### src/sdc_pkg.sv
// ----------------------------------------------------------------------------
// sdc_pkg
// shared constants and types for the subset difference counter: table size,
// count modulus and the table memory port bundles
// ----------------------------------------------------------------------------
package sdc_pkg;

    localparam int unsigned MAX_SUM   = 1024;
    localparam int unsigned ADDR_W    = 11;
    localparam int unsigned COUNT_W   = 30;
    localparam int unsigned TABLE_DEP = MAX_SUM + 1;

    typedef logic [ADDR_W-1:0]  t_addr;
    typedef logic [COUNT_W-1:0] t_count;

    localparam t_addr  MAX_ADDR  = t_addr'(MAX_SUM);
    localparam t_addr  OVF_TOTAL = t_addr'(MAX_SUM + 1);
    localparam t_count COUNT_MOD = t_count'(1000000007);

    typedef struct packed {
        logic   en;
        t_addr  addr;
        t_count data;
    } t_ram_wr;

    typedef struct packed {
        logic  en;
        t_addr addr_a;
        t_addr addr_b;
    } t_ram_rd;

endpackage

### src/sdc_mod_add.sv
// ----------------------------------------------------------------------------
// sdc_mod_add
// adder modulo the count modulus, both operands already reduced
// ----------------------------------------------------------------------------
module sdc_mod_add (
    input  sdc_pkg::t_count i_a,
    input  sdc_pkg::t_count i_b,
    output sdc_pkg::t_count o_sum
);

    logic [sdc_pkg::COUNT_W:0] w_sum;
    logic [sdc_pkg::COUNT_W:0] w_red;

    assign w_sum = {1'b0, i_a} + {1'b0, i_b};
    assign w_red = w_sum - {1'b0, sdc_pkg::COUNT_MOD};

    // sum stays below twice the modulus, so one subtract is enough
    assign o_sum = w_red[sdc_pkg::COUNT_W] ? w_sum[sdc_pkg::COUNT_W-1:0]
                                           : w_red[sdc_pkg::COUNT_W-1:0];

endmodule

### config.mk
export PLATFORM = sky130hd
export DESIGN_NAME = sdc_mod_add
export DESIGN_NICKNAME = d
export VERILOG_FILES = /design/src/sdc_pkg.sv /design/src/sdc_mod_add.sv
export SDC_FILE = /design/constraint.sdc
export NUM_CORES = 1
export LEC_CHECK = 0
export BUFFER_PORTS_ARGS = -buffer_cell sky130_fd_sc_hd__buf_2
export CAP_MARGIN = 20
export CORE_ASPECT_RATIO = 2
export CORE_UTILIZATION = 55
export DETAILED_ROUTE_END_ITERATION = 8
export PLACE_DENSITY = 0.85
export SYNTH_ARGS = -nofsm -noshare
export SYNTH_HDL_FRONTEND = slang
export SYNTH_SLANG_ARGS = --single-unit
### constraint.sdc
create_clock -name vclk -period 4.75
set_input_delay 0.475 -clock vclk [all_inputs]
set_output_delay 0.475 -clock vclk [all_outputs]
set_load 0.01 [all_outputs]
Yosys cells after proc, flatten, opt, wreduce, memory -nomap -nowiden
Cells that the tools add are included.

Latch bits: 0. Memory bits (writable): 0. Flip-flop bits (word level): 0. ROM bits: 0. Memories: 0. Logic and storage cells: 3. Input port bits: 60.

Eq/ne operators: 0. Bitwise logic cells: 0. Multipliers: 0. Magnitude comparators: 0. Mux-type cells: 1. $add $sub $neg: 2. Shift operators: 0. Reduce and logical (&&, ||, !) cells: 0. Divide/modulo/power cells: 0.

Operator list (number): $add A30 B30 Y31 (1); $sub A31 B30 Y31 const B (1); $mux W30 (1).

Longest topological paths before layout
Gate-level depths: netlist of the first run.

Depth after elaboration: 3. Mapped depth: 15. Depth with buffers taken out: 14.

Worst setup path before layout of the first run
Ideal clock, no wire load.

Path kind: in2out. Start: input i_a[0]. End: output o_sum[4]. Required time: 4275 ps. Data arrival time: 3745 ps. Stages on the path: 15. Slack: 530 ps. Path through: ha_1 -> inv_1 -> fa_1 -> nand2b_1 -> a21o_1 -> a21oi_2 -> nor3_4 -> mux2i_1 -> o21a_1 -> a2111o_1 -> or4_4 -> and3_4 -> buf_6 -> nand2_2 -> xor2_1.

Longest elaborated chain between the ends: 3.

Ends and longest elaborated chain: from (decl) (RTL line sdc_mod_add.sv:6) `input sdc_pkg::t_count i_a,`; $add A30 B30 Y31 (*) (RTL line sdc_mod_add.sv:14) `assign w_sum = {1'b0, i_a} + {1'b0, i_b};`; $sub A31 B30 Y31 (RTL line sdc_mod_add.sv:15) `assign w_red = w_sum - {1'b0, sdc_pkg::COUNT_MOD};`; $mux W30 (*) (RTL line sdc_mod_add.sv:18) `assign o_sum = w_red[sdc_pkg::COUNT_W] ? w_sum[sdc_pkg::COUNT_W-1:0]`; to (decl) (RTL line sdc_mod_add.sv:8) `output sdc_pkg::t_count o_sum`.

Mark *: on every way between the ends. The rest lies on a longest branch, timed or not.

Worst setup path in the final report of the first run
Start: input i_a[5]. End: output o_sum[4].

Longest elaborated chain between the ends: 3.

Ends and longest elaborated chain (RTL line): $add A30 B30 Y31 (sdc_mod_add.sv:14); $sub A31 B30 Y31 (sdc_mod_add.sv:15); $mux W30 (sdc_mod_add.sv:18).

No other way between the ends.

==> flow_metrics.env, run 1 <==
export IMPL_path_max_fanout=13
export IMPL_hold_path_class="input port to output pin"
export IMPL_drc=0
export IMPL_wl_per_cell_um=15.42
export IMPL_place_area_um2=3445
export IMPL_setup_slack_ns=0.1683
export IMPL_power_mw=0.8355
export IMPL_place_congestion=0.9334
export IMPL_dpl_hpwl_mm=7.497
export IMPL_yosysWarnings=0
export IMPL_seq_cells=0
export IMPL_cp_arrival_ns=4.11
export IMPL_synth_most_common_cell="nand2_1"
export IMPL_drv_cap=0
export IMPL_core_area_um2=4910
export IMPL_intPower_mw=0.3566
export IMPL_cpPeakStageDelay_ns=0.55
export IMPL_min_period_over_period_pct=96.46
export IMPL_setup_tns_ns=0
export IMPL_crit_type="input port to output pin"
export IMPL_grt_usage_pct=32.99
export IMPL_drive_above_1_share_pct=26.25
export IMPL_drtIter0Drc=101
export IMPL_fmax_mhz=218.3
export IMPL_synth_cell_types=76
export IMPL_synth_top_cell_by_area="ha_1"
export IMPL_cpMostUsedCell="buf_2"
export IMPL_die_x_um=52.85
export IMPL_status="finished clean"
export IMPL_nClkBuffers=0
export IMPL_ant_nets=0
export IMPL_grt_max_degree=14
export IMPL_comb_power_share_pct=100.0
export IMPL_syn_to_final_growth_pct=23.89
export IMPL_post_place_ws_ns=-0.01904
export IMPL_cpMaxStageDelayCell="or4_4"
export IMPL_setup_viol=0
export IMPL_ir_drop_mv=0.2030
export IMPL_avgSynthCellArea_um2=6.692
export IMPL_slew_headroom_pct=62.02
export IMPL_antennaDiodeCount=0
export IMPL_syn_nets=517
export IMPL_initial_core_util_pct=57.93
export IMPL_netlist_area_um2=2844
export IMPL_grt_pass1_wl_mm=14.59
export IMPL_firstDrtPassIters=7
export IMPL_drt_wl_total_mm=8.928
export IMPL_worstPathCellList="buf_2 > ha_1 > o211ai_1 > nand2_1 > a31oi_1 > a211oi_1 > nor2_1 > a311oi_1 > a21oi_1 > or4_4 > and3_4 > nand2_2 > xor2_1 > buf_2"
export IMPL_grt_pass1_vias=3640
export IMPL_port_buffers=90
export IMPL_p_per_area_nw_per_um2=237.1
export IMPL_die_area_um2=5480
export IMPL_cts_hold_fix_buffers=0
export IMPL_rsz0062_at_grt="false"
export IMPL_rows=36
export IMPL_vias=3717
export IMPL_nets=616
export IMPL_cp_start_kind="input port"
export IMPL_max_slew_worst_pin_slew_ns=0.5687
export IMPL_synth_seq_area_share_pct=0
export IMPL_finalHoldViolations=0
export IMPL_seqPwrFrac_pct=0
export IMPL_p_clk_share_pct=0
export IMPL_antenna_found_initial=0
export IMPL_stdcell_area_um2=3523
export IMPL_period_needed_ns=4.582
export IMPL_switchingPower_mw=0.4789
export IMPL_gr_total_overflow=0
export IMPL_final_util_pct=71.76
export IMPL_synth_top_cells_by_area="ha_1 14%, xnor2_1 9.5%, nand2_1 5.7%"
export IMPL_syn_inst=425
export IMPL_io_pins=90
export IMPL_critical_path_required_ns=4.28
export IMPL_drv_slew=0
export IMPL_p_leak_nw=1.659
export IMPL_seq_area_um2=0
export IMPL_viasPerCell=6.420
export IMPL_synthTopCellsByCount="43 x nand2_1, 40 x nor2_1, 32 x a21oi_1"
export IMPL_worstSetupEndpointType="output pin"
export IMPL_dieHeight_um=103.7
export IMPL_switching_share_pct=57.32
export IMPL_yosysTopAreaCellShare_pct=13.64
## routing by layer
metal  track usage (%)  wire (um)  vias to the layer above
met4             16.35        510                        0
met5                 0          0                        -
li1                  -          -                     1802
met1             29.33       3080                     1711
met2             66.91       5000                      161
met3             1.322        337                       43
## worst paths after layout
kind | slack, ns | from | to | depth (start not counted)
worst min-delay path | 1.42 | i_b[0] | o_sum[0] | 4
worst max-delay path | 0.17 | i_a[5] | o_sum[4] | 14
## layout make-up
type	instances	area (um2)
fillers	447	1386
inverters	14	52.55
multi-input cells	394	2769
well taps	57	71.32
repair buffers	114	630.6
## cells by family (layout without fill, tap and decap cells)
family	after synthesis	in the layout	synth area share (%)
muxes	3	3	1.056
AOI/OAI and AO/OA	149	149	36.69
and+or+nand+nor	167	167	29.79
buffers and inverters	31	128	4.883
xor gates and xnor gates	43	43	13.24
adders and majority gates	32	32	14.34
## placed cells by master, fill, tap and decap left out, types with 12 or more instances in the layout
| master | instances |
|---|---|
| a21o_1 | 16 |
| a21oi_1 | 31 |
| buf_2 | 90 |
| buf_4 | 24 |
| ha_1 | 31 |
| inv_1 | 14 |
| nand2_1 | 43 |
| nand3_1 | 14 |
| nor2_1 | 40 |
| nor3_1 | 15 |
| o21ai_0 | 23 |
| xnor2_1 | 31 |
| xor2_1 | 12 |
## stage by stage
| stage | hold WS, ns | cells |
|---|---|---|
| final | 1.420 | 579 |
| after global routing | 1.461 | 579 |
| after CTS | 1.417 | 577 |
| after detailed placement | 1.410 | 577 |
| after global placement | 1.403 | 577 |
| after floorplan | 1.210 | 425 |
## worst max-delay path, delay by kind of cell
kind            cells  cell delay [ns]
compound gates      5             1.47
fa+ha+maj           1             0.47
simple gates        5             1.25
xor+xnor            1             0.18
buf+inv             2             0.26
## power by group through the flow
stage / clock network, mW / registers (mW) / logic [mW]
floorplan: 0 / 0 / 0.540
global placement: 0 / 0 / 0.782
detailed placement: 0 / 0 / 0.802
CTS: 0 / 0 / 0.809
global route: 0 / 0 / 0.907
finish: 0 / 0 / 0.835
## timing repair
action / CTS / global route
pin swaps: 0 / 5
setup buffers: 0 / 2
endpoints found under the setup margin: 2 / 26
resized for setup: 1 / 13
No activity file was read; power rests on OpenSTA's default activity.
==> run 2: changes to the inputs <==
--- a/config.mk
+++ b/config.mk
@@ -11,6 +11,7 @@
 export CORE_UTILIZATION = 55
 export DETAILED_ROUTE_END_ITERATION = 8
 export PLACE_DENSITY = 0.85
+export RECOVER_POWER = 100
 export SYNTH_ARGS = -nofsm -noshare
 export SYNTH_HDL_FRONTEND = slang
 export SYNTH_SLANG_ARGS = --single-unit
==> flow_metrics.env, run 2 (same netlist as run 1, synthesis figures left out) <==
export IMPL_final_cells=579
export IMPL_grt_pass1_wl_mm=14.59
export IMPL_status="finished clean"
export IMPL_dp_cells=577
export IMPL_viasPerCell=6.389
export IMPL_finalHoldViolations=0
export IMPL_setup_slack_ns=0.1981
export IMPL_cp_start_kind="input port"
export IMPL_grt_busiest_layer="met2"
export IMPL_drt_wl_total_mm=8.911
export IMPL_hold_path_class="input port to output pin"
export IMPL_die_area_um2=5480
export IMPL_nets=616
export IMPL_place_area_um2=3445
export IMPL_syn_to_final_growth_pct=23.27
export IMPL_vias=3699
export IMPL_critical_path_required_ns=4.28
export IMPL_seq_cells=0
export IMPL_path_max_fanout=13
export IMPL_startpoint="i_a[5]"
export IMPL_crit_type="input port to output pin"
export IMPL_p_per_area_nw_per_um2=235.1
export IMPL_drv_cap=0
export IMPL_grt_use_met1_pct=29.33
export IMPL_slew_headroom_pct=62.05
export IMPL_seq_area_um2=0
export IMPL_drc=0
export IMPL_multi_input_area_um2=2769
export IMPL_port_buffers=90
export IMPL_gr_total_overflow=0
export IMPL_final_common_cell="buf_2"
export IMPL_worstSetupEndpointType="output pin"
export IMPL_fmax_mhz=219.7
export IMPL_drive_above_1_share_pct=23.56
export IMPL_rows=36
export IMPL_setup_viol=0
export IMPL_grt_util_met2_pct=66.91
export IMPL_cp_arrival_ns=4.08
export IMPL_dpl_hpwl_mm=7.497
export IMPL_initial_core_util_pct=57.93
export IMPL_place_congestion=0.9334
export IMPL_wl_per_cell_um=15.39
export IMPL_drtIter0Drc=84
export IMPL_n_fill_cell=454
export IMPL_hp_start="i_b[0]"
export IMPL_cts_hold_fix_buffers=0
export IMPL_firstDrtPassIters=4
export IMPL_power_mw=0.8241
export IMPL_grt_usage_pct=32.99
export IMPL_nClkBuffers=0
export IMPL_final_util_pct=71.41
export IMPL_die_x_um=52.85
export IMPL_drv_slew=0
export IMPL_dieHeight_um=103.7
export IMPL_io_pins=90
export IMPL_period_needed_ns=4.552
export IMPL_antennaDiodeCount=0
export IMPL_max_slew_worst_pin_slew_ns=0.5684
export IMPL_antenna_found_initial=0
export IMPL_met3_usage_pct=1.322
export IMPL_final_cell_mix="68 x buf_2, 43 x nand2_1, 40 x nor2_1"
export IMPL_grt_max_degree=14
export IMPL_core_area_um2=4910
export IMPL_rsz0062_at_grt="false"
export IMPL_min_period_over_period_pct=95.83
export IMPL_ant_nets=0
export IMPL_p_leak_nw=1.623
export IMPL_post_place_ws_ns=-0.01904
export IMPL_stdcell_area_um2=3506
export IMPL_grt_pass1_vias=3640
export IMPL_ir_drop_mv=0.1928
==> run 2: cell types whose count changed in the layout (fill, tap and decap cells not counted), sizes merged <==
cell	change
clkbuf	+22
buf	-22
==> run 2: layout make-up <==
type               instances  share of cell area [%]
inverters                 14                   1.499
multi-input cells        394                   78.98
well taps                 57                   2.034
repair buffers           114                   17.49
==> run 2: metrics by stage <==
| stage | setup TNS, ns | hold slack (ns) |
|---|---|---|
| 2_1_floorplan | 0 | 1.210 |
| 3_3_place_gp | 0 | 1.403 |
| 3_5_place_dp | -0.02045 | 1.410 |
| 4_1_cts | 0 | 1.417 |
| 5_1_grt | 0 | 1.455 |
| 6_report | 0 | 1.407 |
==> run 2: worst max-delay path: stages <==
cell and delay (ns):
buf_2 0.10, ha_1 0.48, o211ai_1 0.15, nand2_1 0.21, a31oi_1 0.14, a211oi_1 0.49
nor2_1 0.16, a311oi_1 0.42, a21oi_1 0.23, or4_4 0.54, and3_4 0.26, nand2_2 0.08
xor2_1 0.18, buf_2 0.16
==> run 2: where the power goes <==
part | internal [mW] | total (mW) | switching [mW]
Combinational | 0.343 | 0.824 | 0.481
Clock | 0 | 0 | 0
Sequential | 0 | 0 | 0
==> run 2: routing by layer <==
layer / wire, um / vias to the layer above
li1: - / 1804
met1: 3085 / 1709
met2: 5022 / 147
met3: 321 / 39
met4: 482 / 0
met5: 0 / -
==> run 2: timing repair <==
item | in CTS | in global routing
setup buffers | 0 | 2
gates resized for setup | 1 | 13
setup endpoints to repair | 2 | 26
pin swaps | 0 | 5
==> run 2: final timing paths <==
path / depth (start not counted) / slack (ns) / endpoint
worst max-delay path: 14 / 0.20 / o_sum[4]
worst min-delay path: 4 / 1.41 / o_sum[0]
==> run 3: changes to the inputs <==
--- a/config.mk
+++ b/config.mk
@@ -10,6 +10,7 @@
 export CORE_ASPECT_RATIO = 2
 export CORE_UTILIZATION = 55
 export DETAILED_ROUTE_END_ITERATION = 8
+export MAX_ROUTING_LAYER = met4
 export PLACE_DENSITY = 0.85
 export RECOVER_POWER = 100
 export SYNTH_ARGS = -nofsm -noshare
==> flow_metrics.env, run 3 (same netlist as run 1, synthesis figures left out) <==
export IMPL_startpoint="i_a[0]"
export IMPL_cp_start_kind="input port"
export IMPL_status="finished clean"
export IMPL_hold_path_class="input port to output pin"
export IMPL_drv_slew=0
export IMPL_slew_headroom_pct=61.89
export IMPL_drc=0
export IMPL_hp_start="i_b[0]"
export IMPL_ir_drop_mv=0.1811
export IMPL_final_cells=580
export IMPL_finalHoldViolations=0
export IMPL_drive_above_1_share_pct=23.71
export IMPL_syn_to_final_growth_pct=23.01
export IMPL_seq_area_um2=0
export IMPL_ant_nets=0
export IMPL_grt_max_degree=14
export IMPL_worstSetupEndpointType="output pin"
export IMPL_wl_per_cell_um=15.20
export IMPL_drt_wl_total_mm=8.814
export IMPL_path_max_fanout=13
export IMPL_grt_pass1_vias=3615
export IMPL_setup_tns_ns=0
export IMPL_stdcell_area_um2=3498
export IMPL_nClkBuffers=0
export IMPL_final_common_cell="buf_2"
export IMPL_final_util_pct=71.25
export IMPL_dp_cells=578
export IMPL_period_needed_ns=4.586
export IMPL_antenna_found_initial=0
export IMPL_p_leak_nw=1.623
export IMPL_min_period_over_period_pct=96.55
export IMPL_drv_cap=0
export IMPL_antennaDiodeCount=0
export IMPL_firstDrtPassIters=5
export IMPL_port_buffers=90
export IMPL_dpl_hpwl_mm=7.313
export IMPL_dieHeight_um=103.7
export IMPL_place_area_um2=3452
export IMPL_crit_type="input port to output pin"
export IMPL_die_area_um2=5480
export IMPL_seq_cells=0
export IMPL_power_mw=0.8221
export IMPL_setup_viol=0
export IMPL_max_slew_worst_pin_slew_ns=0.5707
export IMPL_place_congestion=0.9468
export IMPL_rsz0062_at_grt="false"
export IMPL_initial_core_util_pct=57.93
export IMPL_grt_usage_pct=33.50
export IMPL_drtIter0Drc=88
export IMPL_critical_path_required_ns=4.28
export IMPL_nets=617
export IMPL_p_per_area_nw_per_um2=235.0
export IMPL_gr_total_overflow=0
export IMPL_rows=36
export IMPL_min_delay_path_depth=4
export IMPL_fmax_mhz=218.1
export IMPL_viasPerCell=6.388
export IMPL_cp_arrival_ns=4.11
export IMPL_core_area_um2=4910
export IMPL_final_cell_mix="74 x buf_2, 43 x nand2_1, 40 x nor2_1"
export IMPL_vias=3705
export IMPL_grt_pass1_wl_mm=14.48
export IMPL_die_x_um=52.85
export IMPL_io_pins=90
-- run 3: worst paths after layout --
| check | endpoint | slack [ns] |
|---|---|---|
| worst max-delay path | o_sum[4] | 0.16 |
| worst min-delay path | o_sum[0] | 1.40 |
-- run 3: where the power goes --
part	leakage, nW	internal (mW)	switching, mW	total, mW
clock	0	0	0	0
sequential	0	0	0	0
combinational	1.62	0.346	0.476	0.822
total	1.62	0.346	0.476	0.822
-- run 3: layout make-up --
class                           count  area [um2]
Multi-Input combinational cell    394        2753
Fill cell                         429        1411
Timing Repair Buffer              115       621.8
Tap cell                           57       71.32
Inverter                           14       52.55
-- run 3: what timing repair did --
action | CTS | global route
hold buffers | 0 | 0
resized for setup | 0 | 11
hold endpoints to repair | 0 | 0
setup buffers | 0 | 2
setup endpoints to repair | 0 | 28
-- run 3: through the flow --
step	setup WS (ns)	hold slack (ns)
global placement	0.1614	1.401
global route	0.01070	1.435
detailed placement	0.04123	1.400
floorplan	0.5295	1.210
CTS	0.02748	1.406
finish	0.1639	1.403
-- run 3: worst max-delay path, cell delays in order --
cell,delay [ns]
buf_2,0.08
ha_1,0.21
inv_1,0.07
fa_1,0.41
nand2b_2,0.24
a21o_4,0.25
a21oi_2,0.21
nor3_4,0.07
mux2i_1,0.15
o21a_1,0.23
a2111o_1,0.43
or4_4,0.58
and3_4,0.25
nand2_2,0.08
xor2_1,0.20
clkbuf_2,0.17
-- run 3: layer usage --
layer,GRT usage (%),up-vias,routed length [um]
met4,17.29,0,442
met5,-,-,0
met3,2.643,46,345
met2,64.74,151,4958
li1,-,1808,-
met1,29.15,1700,3067
